## src/hw/rtl/etud_pkg.sv

```systemverilog
// Shared types, constants and helpers of the escape-tagged UART demux.
package etud_pkg;

    localparam int TAG_COUNT     = 15;
    localparam int TAG_TABLE_LEN = 15;
    localparam int TAG_LIMIT     = (TAG_COUNT < TAG_TABLE_LEN) ? TAG_COUNT : TAG_TABLE_LEN;
    localparam int ADDR_W        = 5;
    localparam int Q_DEPTH       = 4;
    localparam int Q_PTR_W       = 2;
    localparam int Q_CNT_W       = 3;

    localparam logic [3:0] RAW_CHANNEL = 4'd15;
    localparam logic [3:0] MAX_DEFAULT = 4'd14;
    localparam logic [7:0] CH_LF       = 8'h0a;
    localparam logic [7:0] CH_CR       = 8'h0d;

    localparam logic [7:0] TAG_CODES [TAG_TABLE_LEN] = '{
        8'he1, 8'he2, 8'he3, 8'he4, 8'he5, 8'he6, 8'he7, 8'he8,
        8'hea, 8'heb, 8'hec, 8'hed, 8'hef, 8'hf0, 8'he9
    };

    typedef enum logic [2:0] {
        REG_ESC_START  = 3'd0,
        REG_ESC_ESC    = 3'd1,
        REG_RESET_SEL  = 3'd2,
        REG_PATCH_EN   = 3'd3,
        REG_DEFAULT_CH = 3'd4
    } reg_idx_t;

    typedef struct packed {
        logic [7:0] escape_start_byte;
        logic [7:0] escaped_escape_byte;
        logic [7:0] reset_select_byte;
        logic       patch_enable;
        logic [3:0] default_channel;
    } cfg_t;

    // One input byte's worth of output, expanded by the back end.
    typedef struct packed {
        logic       raw_ins;
        logic [7:0] raw_ins_byte;
        logic [7:0] raw_byte;
        logic       guest_ins;
        logic [7:0] guest_ins_byte;
        logic       guest_en;
        logic [3:0] guest_chan;
        logic [7:0] guest_byte;
    } cmd_t;

    typedef struct packed {
        logic       ins;
        logic [7:0] ins_byte;
        logic       cr_next;
        logic       lf_next;
    } patch_t;

    // CR/LF pair completion for one byte on one channel.
    function automatic patch_t patch_step(logic cr, logic lf, logic [7:0] b);
        patch_t p;
        p.ins      = 1'b0;
        p.ins_byte = CH_CR;
        p.cr_next  = cr;
        p.lf_next  = lf;
        if (b == CH_LF) begin
            p.lf_next = 1'b1;
        end else if (b == CH_CR) begin
            p.cr_next = 1'b1;
        end else begin
            p.ins      = cr | lf;
            p.ins_byte = cr ? CH_LF : CH_CR;
            p.cr_next  = 1'b0;
            p.lf_next  = 1'b0;
        end
        if (p.cr_next && p.lf_next) begin
            p.cr_next = 1'b0;
            p.lf_next = 1'b0;
        end
        return p;
    endfunction

endpackage

```

## src/hw/rtl/etud_front.sv

```systemverilog
// Front end: escape decode, channel select and line-ending patch state.
module etud_front (
    input  logic          aclk,
    input  logic          aresetn,
    input  etud_pkg::cfg_t cfg,
    input  logic          in_valid,
    input  logic [7:0]    in_byte,
    input  logic          q_full,
    output logic          in_ready,
    output logic          push,
    output etud_pkg::cmd_t cmd
);
    import etud_pkg::*;

    logic        esc_reg, esc_next;
    logic [3:0]  chan_reg, chan_next;
    logic [15:0] cr_reg, cr_next;
    logic [15:0] lf_reg, lf_next;
    logic        to_guest;
    logic [7:0]  gdata;
    logic        tag_hit;
    logic [3:0]  tag_ch;
    patch_t      praw, pguest;

    assign in_ready = !q_full;
    assign push     = in_valid && !q_full;

    always_comb begin
        tag_hit = 1'b0;
        tag_ch  = 4'd0;
        for (int i = 0; i < TAG_LIMIT; i++) begin
            if (!tag_hit && in_byte == TAG_CODES[i]) begin
                tag_hit = 1'b1;
                tag_ch  = 4'(i);
            end
        end
    end

    always_comb begin
        esc_next  = esc_reg;
        chan_next = chan_reg;
        to_guest  = 1'b0;
        gdata     = in_byte;
        if (esc_reg) begin
            esc_next = 1'b0;
            if (in_byte == cfg.escaped_escape_byte) begin
                gdata    = cfg.escape_start_byte;
                to_guest = 1'b1;
            end else if (in_byte == cfg.reset_select_byte) begin
                chan_next = (cfg.default_channel > MAX_DEFAULT) ? MAX_DEFAULT
                                                                : cfg.default_channel;
            end else if (tag_hit) begin
                chan_next = tag_ch;
            end
        end else if (in_byte == cfg.escape_start_byte) begin
            esc_next = 1'b1;
        end else begin
            to_guest = 1'b1;
        end
    end

    // Raw is always channel 15 and the guest never is, so the two don't interact.
    assign praw   = patch_step(cr_reg[RAW_CHANNEL], lf_reg[RAW_CHANNEL], in_byte);
    assign pguest = patch_step(cr_reg[chan_reg], lf_reg[chan_reg], gdata);

    always_comb begin
        cr_next = cr_reg;
        lf_next = lf_reg;
        if (cfg.patch_enable) begin
            cr_next[RAW_CHANNEL] = praw.cr_next;
            lf_next[RAW_CHANNEL] = praw.lf_next;
            if (to_guest) begin
                cr_next[chan_reg] = pguest.cr_next;
                lf_next[chan_reg] = pguest.lf_next;
            end
        end
    end

    always_comb begin
        cmd.raw_ins        = cfg.patch_enable && praw.ins;
        cmd.raw_ins_byte   = praw.ins_byte;
        cmd.raw_byte       = in_byte;
        cmd.guest_en       = to_guest;
        cmd.guest_ins      = cfg.patch_enable && to_guest && pguest.ins;
        cmd.guest_ins_byte = pguest.ins_byte;
        cmd.guest_chan     = chan_reg;
        cmd.guest_byte     = gdata;
    end

    always_ff @(posedge aclk) begin
        if (!aresetn) begin
            esc_reg  <= 1'b0;
            chan_reg <= MAX_DEFAULT;
            cr_reg   <= '0;
            lf_reg   <= '0;
        end else if (push) begin
            esc_reg  <= esc_next;
            chan_reg <= chan_next;
            cr_reg   <= cr_next;
            lf_reg   <= lf_next;
        end
    end

endmodule

```

## src/hw/rtl/etud_queue.sv

```systemverilog
// Small command queue between front and back end.
module etud_queue (
    input  logic           aclk,
    input  logic           aresetn,
    input  logic           push,
    input  etud_pkg::cmd_t push_cmd,
    input  logic           pop,
    output logic           full,
    output logic           empty,
    output etud_pkg::cmd_t head
);
    import etud_pkg::*;

    cmd_t                slot_reg [Q_DEPTH];
    logic [Q_PTR_W-1:0]  wr_reg, wr_next;
    logic [Q_PTR_W-1:0]  rd_reg, rd_next;
    logic [Q_CNT_W-1:0]  cnt_reg, cnt_next;

    assign full  = (cnt_reg == Q_CNT_W'(Q_DEPTH));
    assign empty = (cnt_reg == '0);
    assign head  = slot_reg[rd_reg];

    always_comb begin
        wr_next  = push ? wr_reg + 1'b1 : wr_reg;
        rd_next  = pop  ? rd_reg + 1'b1 : rd_reg;
        cnt_next = cnt_reg + Q_CNT_W'(push) - Q_CNT_W'(pop);
    end

    always_ff @(posedge aclk) begin
        if (!aresetn) begin
            wr_reg  <= '0;
            rd_reg  <= '0;
            cnt_reg <= '0;
        end else begin
            wr_reg  <= wr_next;
            rd_reg  <= rd_next;
            cnt_reg <= cnt_next;
        end
    end

    always_ff @(posedge aclk) begin
        if (push) begin
            slot_reg[wr_reg] <= push_cmd;
        end
    end

endmodule

```

## src/hw/rtl/etud_back.sv

```systemverilog
// Back end: expands queued commands into output beats, one per cycle while the output is not stalled.
module etud_back (
    input  logic           aclk,
    input  logic           aresetn,
    input  logic           q_empty,
    input  etud_pkg::cmd_t head,
    output logic           pop,
    output logic           m_tvalid,
    input  logic           m_tready,
    output logic [7:0]     m_tdata,
    output logic [3:0]     m_tuser,
    output logic           m_tlast
);
    import etud_pkg::*;

    logic [1:0] ptr_reg, ptr_next;
    logic [3:0] slot_vld;
    logic [1:0] sel;
    logic       found;
    logic       is_last;
    logic       load;
    logic [7:0] sel_byte;
    logic [3:0] sel_chan;

    logic       vld_reg;
    logic [7:0] data_reg;
    logic [3:0] user_reg;
    logic       last_reg;

    // Slots in output order: raw insert, raw copy, guest insert, guest byte.
    assign slot_vld = {head.guest_en, head.guest_ins, 1'b1, head.raw_ins};

    always_comb begin
        found = 1'b0;
        sel   = 2'd1;
        for (int i = 0; i < 4; i++) begin
            if (!found && slot_vld[i] && 2'(i) >= ptr_reg) begin
                found = 1'b1;
                sel   = 2'(i);
            end
        end
        is_last = 1'b1;
        for (int i = 0; i < 4; i++) begin
            if (slot_vld[i] && 2'(i) > sel) begin
                is_last = 1'b0;
            end
        end
    end

    always_comb begin
        case (sel)
            2'd0:    begin sel_byte = head.raw_ins_byte;   sel_chan = RAW_CHANNEL; end
            2'd1:    begin sel_byte = head.raw_byte;       sel_chan = RAW_CHANNEL; end
            2'd2:    begin sel_byte = head.guest_ins_byte; sel_chan = head.guest_chan; end
            default: begin sel_byte = head.guest_byte;     sel_chan = head.guest_chan; end
        endcase
    end

    assign load     = !q_empty && (!vld_reg || m_tready);
    assign pop      = load && is_last;
    assign ptr_next = pop ? 2'd0 : (load ? sel + 2'd1 : ptr_reg);

    always_ff @(posedge aclk) begin
        if (!aresetn) begin
            ptr_reg <= 2'd0;
            vld_reg <= 1'b0;
        end else begin
            ptr_reg <= ptr_next;
            if (load) begin
                vld_reg <= 1'b1;
            end else if (m_tready) begin
                vld_reg <= 1'b0;
            end
        end
    end

    always_ff @(posedge aclk) begin
        if (load) begin
            data_reg <= sel_byte;
            user_reg <= sel_chan;
            last_reg <= is_last;
        end
    end

    assign m_tvalid = vld_reg;
    assign m_tdata  = data_reg;
    assign m_tuser  = user_reg;
    assign m_tlast  = last_reg;

endmodule

```

## src/hw/rtl/escape_tagged_uart_demux.sv

```systemverilog
// Escape-tagged UART byte demultiplexer, top level.
// Each received byte on the s_ side is copied to the raw channel 15, then
// decoded: the escape-start byte opens an escape, and the byte after it is
// either the escaped-escape code (a literal escape-start byte as data), the
// reset-select code (return to the default channel, 15 read as 14), one of
// the tag bytes E1..E8, EA..ED, EF, F0, E9 (channels 0..14), or ignored.
// Other bytes go to the current channel. With patch_enable set, each
// channel completes lone CR or LF with the missing partner, inserted in
// front of the next byte that is neither. The front end takes one byte per
// cycle while its 4-entry command queue has room; the back end emits the
// 1 to 4 beats of each byte at one beat per cycle while m_tready allows,
// through a registered master port. Each beat carries the channel on
// m_tuser and m_tlast marks the final beat caused by one input byte.
// Registers sit on an APB port at byte addresses 0x00..0x10; the user is to
// write them only while the block is idle, which the block does not enforce;
// writes do not disturb the decode state.
module escape_tagged_uart_demux (
    input  logic                          aclk,
    input  logic                          aresetn,
    // input stream
    input  logic                          s_tvalid,
    output logic                          s_tready,
    input  logic [7:0]                    s_tdata,   // [7:0] rx_byte
    // result stream
    output logic                          m_tvalid,
    input  logic                          m_tready,
    output logic [7:0]                    m_tdata,   // [7:0] out_byte
    output logic [3:0]                    m_tuser,   // [3:0] channel
    output logic                          m_tlast,   // last_of_run
    // configuration
    input  logic                          psel,
    input  logic                          penable,
    input  logic                          pwrite,
    input  logic [etud_pkg::ADDR_W-1:0]   paddr,
    input  logic [31:0]                   pwdata,
    output logic [31:0]                   prdata,
    output logic                          pready
);
    import etud_pkg::*;

    cfg_t     cfg_reg;
    logic     wr_en;
    reg_idx_t idx;
    logic     push, pop, q_full, q_empty;
    cmd_t     push_cmd, head;

    assign pready = 1'b1;
    assign wr_en  = psel && penable && pwrite && pready;
    assign idx    = reg_idx_t'(paddr[ADDR_W-1:2]);

    // Register file
    always_ff @(posedge aclk) begin
        if (!aresetn) begin
            cfg_reg.escape_start_byte   <= 8'd0;
            cfg_reg.escaped_escape_byte <= 8'd0;
            cfg_reg.reset_select_byte   <= 8'd0;
            cfg_reg.patch_enable        <= 1'b0;
            cfg_reg.default_channel     <= MAX_DEFAULT;
        end else if (wr_en) begin
            unique case (idx)
                REG_ESC_START:  cfg_reg.escape_start_byte   <= pwdata[7:0];
                REG_ESC_ESC:    cfg_reg.escaped_escape_byte <= pwdata[7:0];
                REG_RESET_SEL:  cfg_reg.reset_select_byte   <= pwdata[7:0];
                REG_PATCH_EN:   cfg_reg.patch_enable        <= pwdata[0];
                REG_DEFAULT_CH: cfg_reg.default_channel     <= pwdata[3:0];
                default: ;
            endcase
        end
    end

    always_comb begin
        unique case (idx)
            REG_ESC_START:  prdata = {24'd0, cfg_reg.escape_start_byte};
            REG_ESC_ESC:    prdata = {24'd0, cfg_reg.escaped_escape_byte};
            REG_RESET_SEL:  prdata = {24'd0, cfg_reg.reset_select_byte};
            REG_PATCH_EN:   prdata = {31'd0, cfg_reg.patch_enable};
            REG_DEFAULT_CH: prdata = {28'd0, cfg_reg.default_channel};
            default:        prdata = 32'd0;
        endcase
    end

    // Decode and patch state; pushes one command per accepted beat.
    etud_front u_front (
        .aclk     (aclk),
        .aresetn  (aresetn),
        .cfg      (cfg_reg),
        .in_valid (s_tvalid),
        .in_byte  (s_tdata),
        .q_full   (q_full),
        .in_ready (s_tready),
        .push     (push),
        .cmd      (push_cmd)
    );

    etud_queue u_queue (
        .aclk     (aclk),
        .aresetn  (aresetn),
        .push     (push),
        .push_cmd (push_cmd),
        .pop      (pop),
        .full     (q_full),
        .empty    (q_empty),
        .head     (head)
    );

    // Beat sequencer and output register.
    etud_back u_back (
        .aclk     (aclk),
        .aresetn  (aresetn),
        .q_empty  (q_empty),
        .head     (head),
        .pop      (pop),
        .m_tvalid (m_tvalid),
        .m_tready (m_tready),
        .m_tdata  (m_tdata),
        .m_tuser  (m_tuser),
        .m_tlast  (m_tlast)
    );

endmodule

```

## config.mk

```make
export PLATFORM = sky130hd
export DESIGN_NAME = escape_tagged_uart_demux
export DESIGN_NICKNAME = d
export VERILOG_FILES = /design/src/hw/rtl/etud_pkg.sv /design/src/hw/rtl/etud_front.sv /design/src/hw/rtl/etud_queue.sv /design/src/hw/rtl/etud_back.sv /design/src/hw/rtl/escape_tagged_uart_demux.sv
export SDC_FILE = /design/constraint.sdc
export NUM_CORES = 1
export LEC_CHECK = 0
export BUFFER_PORTS_ARGS = -buffer_cell sky130_fd_sc_hd__buf_2
export CORE_MARGIN = 1
export CORE_UTILIZATION = 55
export CTS_CLUSTER_DIAMETER = 100
export DETAILED_ROUTE_END_ITERATION = 6
export GPL_ROUTABILITY_DRIVEN = 0
export PLACE_DENSITY = 0.8
export REMOVE_ABC_BUFFERS = 1
export SETUP_SLACK_MARGIN = 0.2
export SLEW_MARGIN = 20
export SYNTH_ARGS = -nofsm -noshare
export SYNTH_HDL_FRONTEND = slang
export SYNTH_SLANG_ARGS = --single-unit
```

## constraint.sdc

```tcl
create_clock -name aclk -period 3.7 [get_ports aclk]
set_input_delay 0.37 -clock aclk [delete_from_list [all_inputs] [get_ports aclk]]
set_output_delay 0.37 -clock aclk [all_outputs]
set_load 0.1 [all_outputs]
```

==> metrics.txt <==
clock power share 30.5%; most frequent cells in the layout 121 x edfxtp_1, 77 x dfxtp_1, 66 x nand2_1, 64 x mux2i_1, 59 x nor2_1; EDFF count, synth 121; Final HPWL DP 13.0 mm; # hold bufs at CTS 0; Max-Cap Viols 0; setup ws final 0.525 ns; CP Max Fanout 17; Comb pwr share 24.2%; path category of the worst min-delay check input port to flip-flop; Starting Density 56.9%; crit start category flip-flop; # clock sinks 199; die area 17,100 sq um; CTS tree done; syn avg cell area 12.4 sq um; initial antenna violation count 1; max frequency 0.315 GHz; crit path kind flip-flop to flip-flop; Inst Count DP 971; Cell Count, Final, Fillers Out 1,004; most common cell after layout, fill and taps aside edfxtp_1; die width 131 um; cell area after synthesis 9140 sq um; Routed WL per cell 18.9 um; Main synth FF type edfxtp_1; Tcrit/Tclk final 85.8%; nets 833; cell family with most CP delay compound AO/OA/AOI/OAI gates; final slew viol count 0; Initial DRT Pass Iterations 5; max incr delay on CP 0.83 ns; largest net degree at the start of global routing 43; CTS Root Cell clkbuf_16; CTS Buf Count 17; P_sw 1950 uW; Post-synth ARST share 0%; Buf/Inv on CP 0; outcome complete, no violations; final setup fails 0; I/O Pins 100; worst-skew pair later-pin latency 0.42 ns; layout cell share with drive strength beyond 1 19.1%; share of power burned in registers 45.3%; number of fill cells 1,194; Post-Route WL 19.0 mm; core area 16,100 sq um; vias in the first global route 6,011; Via Count 5,988; DIE HEIGHT 131 um; Clk pin slew, worst setup/hold paths 0.07 ns; Slew headroom 39.5%; pwr dens 587 nW/um^2; first-pass GRT wire length 30.3 mm; grt total ovfl 0; CTS max path bufs 2; slowest stage cell, crit path dfxtp_1; Net Sw Frac 33.0%; VDD IR max 0.424 mV; Leakage 0.00352 uW; remaining antenna violation count 0; Distinct cells, synth 66; crit path cell chain mux4_2 -> a22o_1 -> a221oi_1 -> nand3_1 -> o31ai_1; critical path required time 4.02 ns; Hold Fails Final Rpt 0; WP data arrival 3.50 ns; Mapped Cells 736; Synth Warn # 0; Final Critical Period 3.17 ns; Slew @ Worst Pin 0.904 ns; Via density 5.96; Starting DRT DRC Count 540; Total GRT Usage 23.8%; element type at the critical path end flip-flop; unrepaired setup endpoints after global routing no; IO Port Bufs 48; Power Internal 3970 uW; synth top area cells edfxtp_1 40%, dfxtp_1 17%, mux4_2 8.1%, mux2i_1 7.0%, nand2_1 2.7%; # DRC 0; Yosys top cell by area edfxtp_1; clock skew 0.0101 ns; Post-Place Worst Slack 0.431 ns; Row Count 46; #FFs+latches synth 199; H-Tree Depth 4; area delta synth->final 10.4%; post-synth top area share 39.7%; register area share after synthesis 56.8%
==> per-stage QoR <==
step | power (uW) | setup TNS (ns) | hold slack (ns) | util (%) | instance area, sq um
final | 5920 | 0 | 0.226 | 62.8 | 10100
after global routing | 6150 | 0 | 0.214 | 62.8 | 10100
after CTS | 5950 | 0 | 0.214 | 62.8 | 10100
after detailed placement | 4160 | 0 | 0.452 | 59.2 | 9500
after global placement | 4110 | 0 | 0.441 | 59.2 | 9500
after floorplan | 3820 | -0.873 | 0.432 | - | 8870
==> cell type report <==
class	instances	area (sq um)	area share, %
clock inverters	8	56.3	0.558
flip-flops and latches	199	5200	51.5
repair buffers	64	360	3.57
inverters	15	56.3	0.558
diodes	1	2.50	0.0248
well taps	216	270	2.68
clock buffers	24	533	5.28
multi-input cells	477	3620	35.8
==> routing by layer <==
layer | track usage, % | wire length, um | up-vias
met2 | 40.7 | 9610 | 251
met3 | 4.93 | 1040 | 35
li1 | - | - | 2747
met1 | 29.8 | 7950 | 2955
met5 | 0 | 0 | -
met4 | 8.72 | 376 | 0
==> synth_stat cells, types with 6 or more instances <==
cell      count
nor2b_1       7
mux4_2       33
o21ai_0       8
nand2b_1     12
dfxtp_1      78
nor4_1       16
nor2_1       59
a21oi_1      29
or4_1         6
inv_1        14
clkbuf_1     32
edfxtp_1    121
xnor2_1      12
nand3_1      22
buf_4        25
xor2_1       17
ha_1          6
and3_1        8
nand2_1      66
mux2_2        9
mux2i_1      64
==> timing repair <==
item	in CTS	in global routing
endpoints found under the hold margin	0	0
resized for setup	0	1
setup endpoints to repair	0	1
buffers inserted	0	0
==> logic make-up (layout without fill, tap and decap cells) <==
family | count (synthesis) | count (layout) | synth area share [%]
simple gates | 229 | 229 | 12.2
buf+inv | 83 | 111 | 4.58
compound gates | 78 | 78 | 5.76
mux | 108 | 108 | 16.7
fa+ha+maj | 8 | 8 | 1.15
other cells | 2 | 26 | 0.0821
flops | 199 | 199 | 56.8
xor+xnor | 29 | 29 | 2.78
==> worst paths after layout <==
path,start,end,slack (ns),depth (start not counted)
hold reg to reg,flip-flop,flip-flop,0.46,2
setup reg to reg,u_front.chan_reg[0],flip-flop,0.53,5
hold / removal,pwdata[6],cfg_reg[11],0.23,3
setup / recovery,u_front.chan_reg[0],flip-flop,0.53,5
==> power groups by stage <==
stage | logic, uW | registers (uW) | clock network, uW
finish | 1430 | 2680 | 1810
global route | 1530 | 2700 | 1920
CTS | 1440 | 2680 | 1830
detailed placement | 1430 | 2730 | 0
global placement | 1400 | 2710 | 0
floorplan | 649 | 3170 | 0
==> worst register-to-register path: stages (launching register included) <==
cell and delay [ns]:
dfxtp_1 0.83, mux4_2 0.62, a22o_1 0.26, a221oi_1 0.31, nand3_1 0.58, o31ai_1 0.48
No activity file was read; power rests on OpenSTA's default activity.
